$ cat config.mk
export PLATFORM = sky130hd
export DESIGN_NAME = crc32_frame_receiver_top
export DESIGN_NICKNAME = d
export VERILOG_FILES = /design/src/crcfr_pkg.sv /design/src/crcfr_in_reg.sv /design/src/crcfr_parser.sv /design/src/crcfr_out_reg.sv /design/src/crc32_frame_receiver_top.sv
export SDC_FILE = /design/constraint.sdc
export NUM_CORES = 1
export LEC_CHECK = 0
export ABC_CLOCK_PERIOD_IN_PS = 3850
export BUFFER_PORTS_ARGS = -buffer_cell sky130_fd_sc_hd__buf_2
export CAP_MARGIN = 40
export CORE_MARGIN = 2
export CORE_UTILIZATION = 60
export DETAILED_ROUTE_END_ITERATION = 10
export HOLD_SLACK_MARGIN = 0.02
export PLACE_DENSITY = 0.8
export SKIP_LAST_GASP = 1
export SYNTH_ARGS = -nofsm -noshare
export SYNTH_HDL_FRONTEND = slang
export SYNTH_SLANG_ARGS = --single-unit
$ cat constraint.sdc
create_clock -name clk -period 3.85 [get_ports clk]
set_clock_uncertainty 0.05 [all_clocks]
set_input_delay 0.1925 -clock clk [delete_from_list [all_inputs] [get_ports clk]]
set_output_delay 0.1925 -clock clk [all_outputs]
set_load 0.02 [all_outputs]
$ cat src/crcfr_pkg.sv
`default_nettype none
package crcfr_pkg;

  localparam logic [7:0]  START_LO = 8'hA5;
  localparam logic [7:0]  START_HI = 8'h5A;
  localparam int          HEADER_BYTES = 6;
  localparam int          CRC_BYTES = 4;
  localparam logic [2:0]  HEADER_LAST_IDX = 3'(HEADER_BYTES - 1);
  localparam logic [1:0]  CRC_LAST_IDX = 2'(CRC_BYTES - 1);
  localparam logic [31:0] CRC_POLY = 32'hEDB88320;
  localparam logic [31:0] CRC_INIT = 32'hFFFFFFFF;
  localparam logic [15:0] MAX_PAYLOAD_RESET = 16'd1024;

  localparam logic [1:0] ST_MORE    = 2'd0;
  localparam logic [1:0] ST_OK      = 2'd1;
  localparam logic [1:0] ST_BAD_LEN = 2'd2;
  localparam logic [1:0] ST_BAD_CRC = 2'd3;

  typedef struct packed {
    logic [1:0]  status;
    logic        payload_valid;
    logic [7:0]  payload_byte;
    logic [15:0] payload_index;
    logic [7:0]  frame_type;
    logic [7:0]  frame_flags;
    logic [15:0] frame_seq;
    logic [15:0] frame_len;
  } result_t;

  // reflected crc-32, one byte
  function automatic logic [31:0] crc_byte(input logic [31:0] crc, input logic [7:0] b);
    logic [31:0] c;
    c = crc ^ {24'd0, b};
    for (int i = 0; i < 8; i++) begin
      c = c[0] ? ((c >> 1) ^ CRC_POLY) : (c >> 1);
    end
    return c;
  endfunction

endpackage
`default_nettype wire

$ cat src/crcfr_in_reg.sv
`default_nettype none
module crcfr_in_reg (
  input  wire logic       clk,
  input  wire logic       rst,
  input  wire logic       in_valid,
  output logic            in_stall,
  input  wire logic [7:0] data_byte,
  input  wire logic       take,
  output logic            s1_valid,
  output logic [7:0]      s1_byte
);
  import crcfr_pkg::*;

  // held byte leaves when the output side can load
  assign in_stall = s1_valid && !take;

  always_ff @(posedge clk) begin
    if (rst) begin
      s1_valid <= 1'b0;
    end else if (!in_stall) begin
      s1_valid <= in_valid;
    end
  end

  always_ff @(posedge clk) begin
    if (!in_stall) begin
      s1_byte <= data_byte;
    end
  end

endmodule
`default_nettype wire

$ cat src/crcfr_parser.sv
`default_nettype none
module crcfr_parser (
  input  wire logic        clk,
  input  wire logic        rst,
  input  wire logic        cfg_we,
  input  wire logic [15:0] cfg_wdata,
  input  wire logic        fire,
  input  wire logic [7:0]  b,
  output crcfr_pkg::result_t res
);
  import crcfr_pkg::*;

  localparam logic [2:0] PH_HUNT    = 3'd0;
  localparam logic [2:0] PH_ARMED   = 3'd1;
  localparam logic [2:0] PH_HEADER  = 3'd2;
  localparam logic [2:0] PH_PAYLOAD = 3'd3;
  localparam logic [2:0] PH_CRC     = 3'd4;

  logic [15:0] max_payload;
  logic [2:0]  phase, phase_next;
  logic [7:0]  hs [HEADER_BYTES];
  logic [7:0]  hs_next [HEADER_BYTES];
  logic [2:0]  header_count, header_count_next;
  logic [15:0] payload_count, payload_count_next;
  logic [31:0] running_crc, running_crc_next;
  logic [1:0]  crc_byte_count, crc_byte_count_next;
  logic [31:0] received_crc, received_crc_next;

  logic [15:0] hdr_len;
  logic [15:0] new_len;
  logic [15:0] count_inc;

  assign hdr_len   = {hs[5], hs[4]};
  assign new_len   = {hs_next[5], hs_next[4]};
  assign count_inc = payload_count + 16'd1;

  always_comb begin
    phase_next          = phase;
    hs_next             = hs;
    header_count_next   = header_count;
    payload_count_next  = payload_count;
    running_crc_next    = running_crc;
    crc_byte_count_next = crc_byte_count;
    received_crc_next   = received_crc;
    res.status          = ST_MORE;
    res.payload_valid   = 1'b0;
    res.payload_byte    = 8'd0;
    res.payload_index   = 16'd0;

    case (phase)
      PH_HUNT: begin
        if (b == START_LO) phase_next = PH_ARMED;
      end
      PH_ARMED: begin
        if (b == START_HI) begin
          running_crc_next  = CRC_INIT;
          header_count_next = 3'd0;
          phase_next        = PH_HEADER;
        end else if (b != START_LO) begin
          phase_next = PH_HUNT;
        end
      end
      PH_HEADER: begin
        if (header_count <= HEADER_LAST_IDX) hs_next[header_count] = b;
        header_count_next = header_count + 3'd1;
        running_crc_next  = crc_byte(running_crc, b);
        if (header_count >= HEADER_LAST_IDX) begin
          header_count_next   = 3'd0;
          payload_count_next  = 16'd0;
          crc_byte_count_next = 2'd0;
          received_crc_next   = 32'd0;
          if (new_len > max_payload) begin
            phase_next = PH_HUNT;
            res.status = ST_BAD_LEN;
          end else if (new_len == 16'd0) begin
            phase_next = PH_CRC;
          end else begin
            phase_next = PH_PAYLOAD;
          end
        end
      end
      PH_PAYLOAD: begin
        res.payload_valid  = 1'b1;
        res.payload_byte   = b;
        res.payload_index  = payload_count;
        payload_count_next = count_inc;
        running_crc_next   = crc_byte(running_crc, b);
        if (count_inc == hdr_len) begin
          crc_byte_count_next = 2'd0;
          received_crc_next   = 32'd0;
          phase_next          = PH_CRC;
        end
      end
      PH_CRC: begin
        received_crc_next = received_crc | ({24'd0, b} << {crc_byte_count, 3'b000});
        if (crc_byte_count == CRC_LAST_IDX) begin
          res.status          = (received_crc_next == ~running_crc) ? ST_OK : ST_BAD_CRC;
          phase_next          = PH_HUNT;
          header_count_next   = 3'd0;
          payload_count_next  = 16'd0;
          crc_byte_count_next = 2'd0;
          received_crc_next   = 32'd0;
        end else begin
          crc_byte_count_next = crc_byte_count + 2'd1;
        end
      end
      default: begin
        phase_next          = PH_HUNT;
        header_count_next   = 3'd0;
        payload_count_next  = 16'd0;
        crc_byte_count_next = 2'd0;
        received_crc_next   = 32'd0;
      end
    endcase

    res.frame_type  = hs_next[0];
    res.frame_flags = hs_next[1];
    res.frame_seq   = {hs_next[3], hs_next[2]};
    res.frame_len   = new_len;
  end

  always_ff @(posedge clk) begin
    if (rst) begin
      max_payload    <= MAX_PAYLOAD_RESET;
      phase          <= PH_HUNT;
      header_count   <= 3'd0;
      payload_count  <= 16'd0;
      running_crc    <= 32'd0;
      crc_byte_count <= 2'd0;
      received_crc   <= 32'd0;
      for (int i = 0; i < HEADER_BYTES; i++) hs[i] <= 8'd0;
    end else begin
      if (cfg_we) max_payload <= cfg_wdata;
      if (fire) begin
        phase          <= phase_next;
        hs             <= hs_next;
        header_count   <= header_count_next;
        payload_count  <= payload_count_next;
        running_crc    <= running_crc_next;
        crc_byte_count <= crc_byte_count_next;
        received_crc   <= received_crc_next;
      end
    end
  end

  a_index_in_len: assert property (@(posedge clk) disable iff (rst)
    fire && res.payload_valid |-> res.payload_index < hdr_len)
    else $error("payload index beyond header length");

  a_verdict_in_crc: assert property (@(posedge clk) disable iff (rst)
    fire && (res.status == ST_OK || res.status == ST_BAD_CRC) |-> phase == PH_CRC)
    else $error("crc verdict outside crc phase");

  a_bad_len_hunt: assert property (@(posedge clk) disable iff (rst)
    fire && res.status == ST_BAD_LEN |=> phase == PH_HUNT && header_count == 3'd0)
    else $error("no return to hunting after bad length");

endmodule
`default_nettype wire

$ cat src/crcfr_out_reg.sv
`default_nettype none
module crcfr_out_reg (
  input  wire logic              clk,
  input  wire logic              rst,
  input  wire logic              s1_valid,
  input  wire crcfr_pkg::result_t res,
  output logic                   take,
  output logic                   out_valid,
  input  wire logic              out_stall,
  output crcfr_pkg::result_t     out_res
);
  import crcfr_pkg::*;

  assign take = !out_valid || !out_stall;

  always_ff @(posedge clk) begin
    if (rst) begin
      out_valid <= 1'b0;
    end else if (take) begin
      out_valid <= s1_valid;
    end
  end

  always_ff @(posedge clk) begin
    if (take) begin
      out_res <= res;
    end
  end

endmodule
`default_nettype wire

$ cat src/crc32_frame_receiver_top.sv
`default_nettype none
// Byte-serial frame receiver: hunts for the start word A5 5A, gathers a 6-byte
// little-endian header (type, flags, seq, len), passes payload bytes straight out
// with their index, then checks 4 little-endian bytes of reflected CRC-32 over header
// and payload. Every accepted byte gives exactly one result transaction: status more,
// ok, bad_len (len above max_payload) or bad_crc, plus the header fields as now held.
// One byte per cycle sustained while out_stall is low; one input register and one
// result register, with the parser step and byte-wide CRC update between them.
// max_payload resets to 1024; the user must write it only while the block is idle (not enforced by the block).
module crc32_frame_receiver_top (
  input  wire logic        clk,
  input  wire logic        rst,
  input  wire logic        max_payload_wr_en,
  input  wire logic [15:0] max_payload_wr_data,
  input  wire logic        in_valid,
  output logic             in_stall,
  input  wire logic [7:0]  data_byte,
  output logic             out_valid,
  input  wire logic        out_stall,
  output logic [1:0]       status,
  output logic             payload_valid,
  output logic [7:0]       payload_byte,
  output logic [15:0]      payload_index,
  output logic [7:0]       frame_type,
  output logic [7:0]       frame_flags,
  output logic [15:0]      frame_seq,
  output logic [15:0]      frame_len
);
  import crcfr_pkg::*;

  logic       take;
  logic       s1_valid;
  logic [7:0] s1_byte;
  result_t    res;
  result_t    out_res;

  crcfr_in_reg u_in_reg (
    .clk       (clk),
    .rst       (rst),
    .in_valid  (in_valid),
    .in_stall  (in_stall),
    .data_byte (data_byte),
    .take      (take),
    .s1_valid  (s1_valid),
    .s1_byte   (s1_byte)
  );

  crcfr_parser u_parser (
    .clk       (clk),
    .rst       (rst),
    .cfg_we    (max_payload_wr_en),
    .cfg_wdata (max_payload_wr_data),
    .fire      (s1_valid && take),
    .b         (s1_byte),
    .res       (res)
  );

  crcfr_out_reg u_out_reg (
    .clk       (clk),
    .rst       (rst),
    .s1_valid  (s1_valid),
    .res       (res),
    .take      (take),
    .out_valid (out_valid),
    .out_stall (out_stall),
    .out_res   (out_res)
  );

  assign status        = out_res.status;
  assign payload_valid = out_res.payload_valid;
  assign payload_byte  = out_res.payload_byte;
  assign payload_index = out_res.payload_index;
  assign frame_type    = out_res.frame_type;
  assign frame_flags   = out_res.frame_flags;
  assign frame_seq     = out_res.frame_seq;
  assign frame_len     = out_res.frame_len;

  a_payload_more: assert property (@(posedge clk) disable iff (rst)
    out_valid && payload_valid |-> status == ST_MORE)
    else $error("payload transaction carries a final status");

  a_no_drop: assert property (@(posedge clk) disable iff (rst)
    s1_valid && !take |=> s1_valid && $stable(s1_byte))
    else $error("held input byte lost while output stalled");

endmodule
`default_nettype wire
==> reports/metrics.cfg <==
[critical_path]
rrSetupSlack_ps = 300
start_kind = flop
reg2reg_depth = 11
rr_endpoint = u_parser.phase[0]
cp.buffers_inverters = 0
slowest_stage = nor4_1
path_delay_family = simple AND/OR/NAND/NOR gates
crit_type = flop to flop
cp_slowest_stage_delay_ps = 500
path_max_fanout = 14
critical_path.endpoint_type = flop
crit_required_ps = 4250
reg2reg_from = u_parser.phase[2]
cp_cell_sequence = nor3b_2 > nand3_1 > mux2_2 > ha_1 > and3_1 > nand4_1 > nor3_1 > a21oi_1 > nor4_1 > o21ai_0 > mux2i_1
arrival_ps = 3950

[sta]
tightest_slew_ps = 737
fin_tns_setup_ps = 0
fin_crit_sh = 0.922
finalSetupViolations = 0
max_freq_mhz = 282
period_needed_ps = 3550
maxSlewHeadroom = 0.509
maxSlewViolCount = 0
final_hold_viol_count = 0
rsz0062_at_grt = no

[power]
sw_frac_of_total = 0.232
pwr-share-comb = 0.079
switchingPower_mw = 1.26
ir_worst_vdd_uv = 408
p_leak_nw = 5.68
clockPowerShare = 0.430
power.density_nw_per_um2 = 385
total_power_mw = 5.41
p_seq_frac = 0.491
internal_power_mw = 4.15

[yosys]
yosysWarnings = 0
synth_cells = 1219
synth_area_leaders = dfxtp_1 25%, edfxtp_1 20%, xnor2_1 4.6%
synth_seq_cells = 237
synth_top_area_share = 0.251
synthDistinctLibCells = 74
synth.avg_cell_area_sq_um = 10.1
synth_area_sq_um = 12300
ys.flop_type = dfxtp_1
syn_nets = 1268
synth_edf_count = 83
synth_common_cells = 154 x dfxtp_1, 145 x nand2_1, 100 x a21oi_1
async_flop_share = 0
yosysMostFrequentCell = dfxtp_1
yosys.area.top_type = dfxtp_1
ys_seq_area_frac = 0.455

[placed_design]
dp_hpwl_microns = 20500
place_congestion = 0.946
placed_area_sq_um = 13000
io_buffers = 105

[global_route]
grt_max_degree = 69
grt_overflow_total = 0
grt.total_usage = 0.286
grt_pass1_wl_microns = 50200
grt_pass1_vias = 9657
antenna_found_initial = 0

[floorplanning]
rows = 52
coreArea_sq_um = 20200
io_pins = 106
initial_utilization = 0.608
die_height_microns = 147
die_area_sq_um = 21600
die_x_microns = 147

[cts]
cts_root_buffer = clkbuf_16
htreeDepth = 1
cts_setup_buffers = 0
clock_latency_ps = 520
cts_sinks = 237
cts_tree = yes
cts_buffers = 25
cts.path.max_buffers = 3
cts.reportedPaths.clkPinSlew_ps = 60

[detailed_routing]
via_per_inst = 6.24
drt-total-wl_microns = 31800
drt-initial-drc-count = 837
drc = 0
ant_nets = 0
vias = 9953
post_drt_wl_per_cell_microns = 19.9
drt_pass1_iterations = 5

[worst_hold_path]
hp-class = input port to flop
holdPathEnd = u_parser.header_count[2]
worstHoldStart = rst
hold_depth = 2

[finish]
fillers = 1554
area_growth_pct = 14.6
drive_gt1_frac = 0.223
fin_area_sq_um = 14000
n_antenna_cell = 0
layout.nets = 1357

[outcome]
status = finished, final reports clean

[flow_run]
max_cap_viol_count = 0

[through the flow]
stage               hold slack (ps)  setup slack [ps]  utilization  cells
floorplan                       241               423            -   1219
global placement                319               462        0.642   1523
detailed placement              321               287        0.645   1525
CTS                            72.4               135        0.696   1596
global route                   90.0              29.8        0.696   1596
finish                         82.4               301        0.696   1596
[worst reg2reg max path, delay by kind of cell, from the launching register on]
| family | cells | cell delay [ps] |
|---|---|---|
| adder cells (fa/ha/maj) | 1 | 310 |
| flip-flops | 1 | 460 |
| multiplexers | 2 | 570 |
| AND/OR/NAND/NOR | 6 | 1810 |
| AO/OA/AOI/OAI | 2 | 290 |
[what timing repair did]
action | in CTS | in global routing
setup endpoints to repair | 0 | 2
gates resized for setup | 0 | 1
endpoints found under the hold margin | 26 | 0
hold buffers | 26 | 0
[layout make-up]
class | count | area, sq um | share of cell area
clock buffers | 36 | 687 | 0.0489
clock inverters | 9 | 92.6 | 0.00659
inverters | 22 | 82.6 | 0.00588
multi-input cells | 857 | 6190 | 0.440
flip-flops and latches | 237 | 5580 | 0.397
well taps | 270 | 338 | 0.0241
repair buffers | 165 | 1080 | 0.0771
[cells by family after synthesis]
group	count (synthesis)	synth area share
buf+inv	125	0.0436
flops	237	0.455
compound gates	246	0.159
mux	69	0.0603
simple gates	397	0.164
fa+ha+maj	20	0.0204
xor+xnor	125	0.0987
[layer usage]
metal / track usage / part of all wire / vias up
li1: - / - / 4630
met1: 0.363 / 0.40 / 4827
met2: 0.488 / 0.50 / 396
met3: 0.0481 / 0.065 / 100
met4: 0.117 / 0.038 / 0
met5: 0 / 0 / -
[state kept, by name, summed over array words and instances, names as in the netlist]
signal                   cells
u_in_reg.s1_byte             8
u_in_reg.s1_valid            1
u_out_reg.out_res           75
u_out_reg.out_valid          1
u_parser.crc_byte_count      2
u_parser.hdr_len            16
u_parser.header_count        3
u_parser.hs                 32
u_parser.max_payload        16
u_parser.payload_count      16
u_parser.phase               3
u_parser.received_crc       32
u_parser.running_crc        32
[layout by cell type (no fill, tap or decap), types with 4 or more instances in the layout]
master,instances
a21oi_1,100
a221oi_2,30
a41oi_1,32
and3_1,60
buf_2,104
buf_4,32
clkbuf_1,9
clkbuf_16,25
clkinv_2,5
dfxtp_1,154
dlygate4sd3_1,26
edfxtp_1,83
ha_1,20
inv_1,21
mux2_2,39
mux2i_1,30
nand2_1,144
nand2b_1,4
nand3_1,43
nand4_1,9
nor2_1,63
nor2b_1,5
nor3_1,10
nor4_1,21
o21ai_0,21
o221a_2,25
or3_1,6
xnor2_1,64
xnor2_2,4
xor2_1,51
[power by group through the flow]
stage          combinational, mW  sequential [mW]  clock (mW)
2_1_floorplan              0.247             2.74           0
6_report                   0.426             2.66        2.33
3_5_place_dp               0.400             2.71           0
5_1_grt                    0.459             2.66        2.44
3_3_place_gp               0.390             2.71           0
4_1_cts                    0.423             2.66        2.35
[worst max path at each step]
stage | start | end | slack (ps) | cells past startpoint
4_1_cts | u_parser.phase[2] | u_parser.phase[0] | 130 | 11
5_1_grt | u_parser.phase[2] | u_parser.phase[1] | 30 | 11
2_1_floorplan | u_out_reg.out_valid | u_parser.phase[0] | 420 | 7
3_3_place_gp | u_parser.phase[2] | u_parser.phase[1] | 460 | 11
3_5_place_dp | u_parser.phase[2] | u_parser.phase[0] | 290 | 11
6_report | u_parser.phase[2] | u_parser.phase[0] | 300 | 11
No activity file was read; power rests on OpenSTA's default activity.
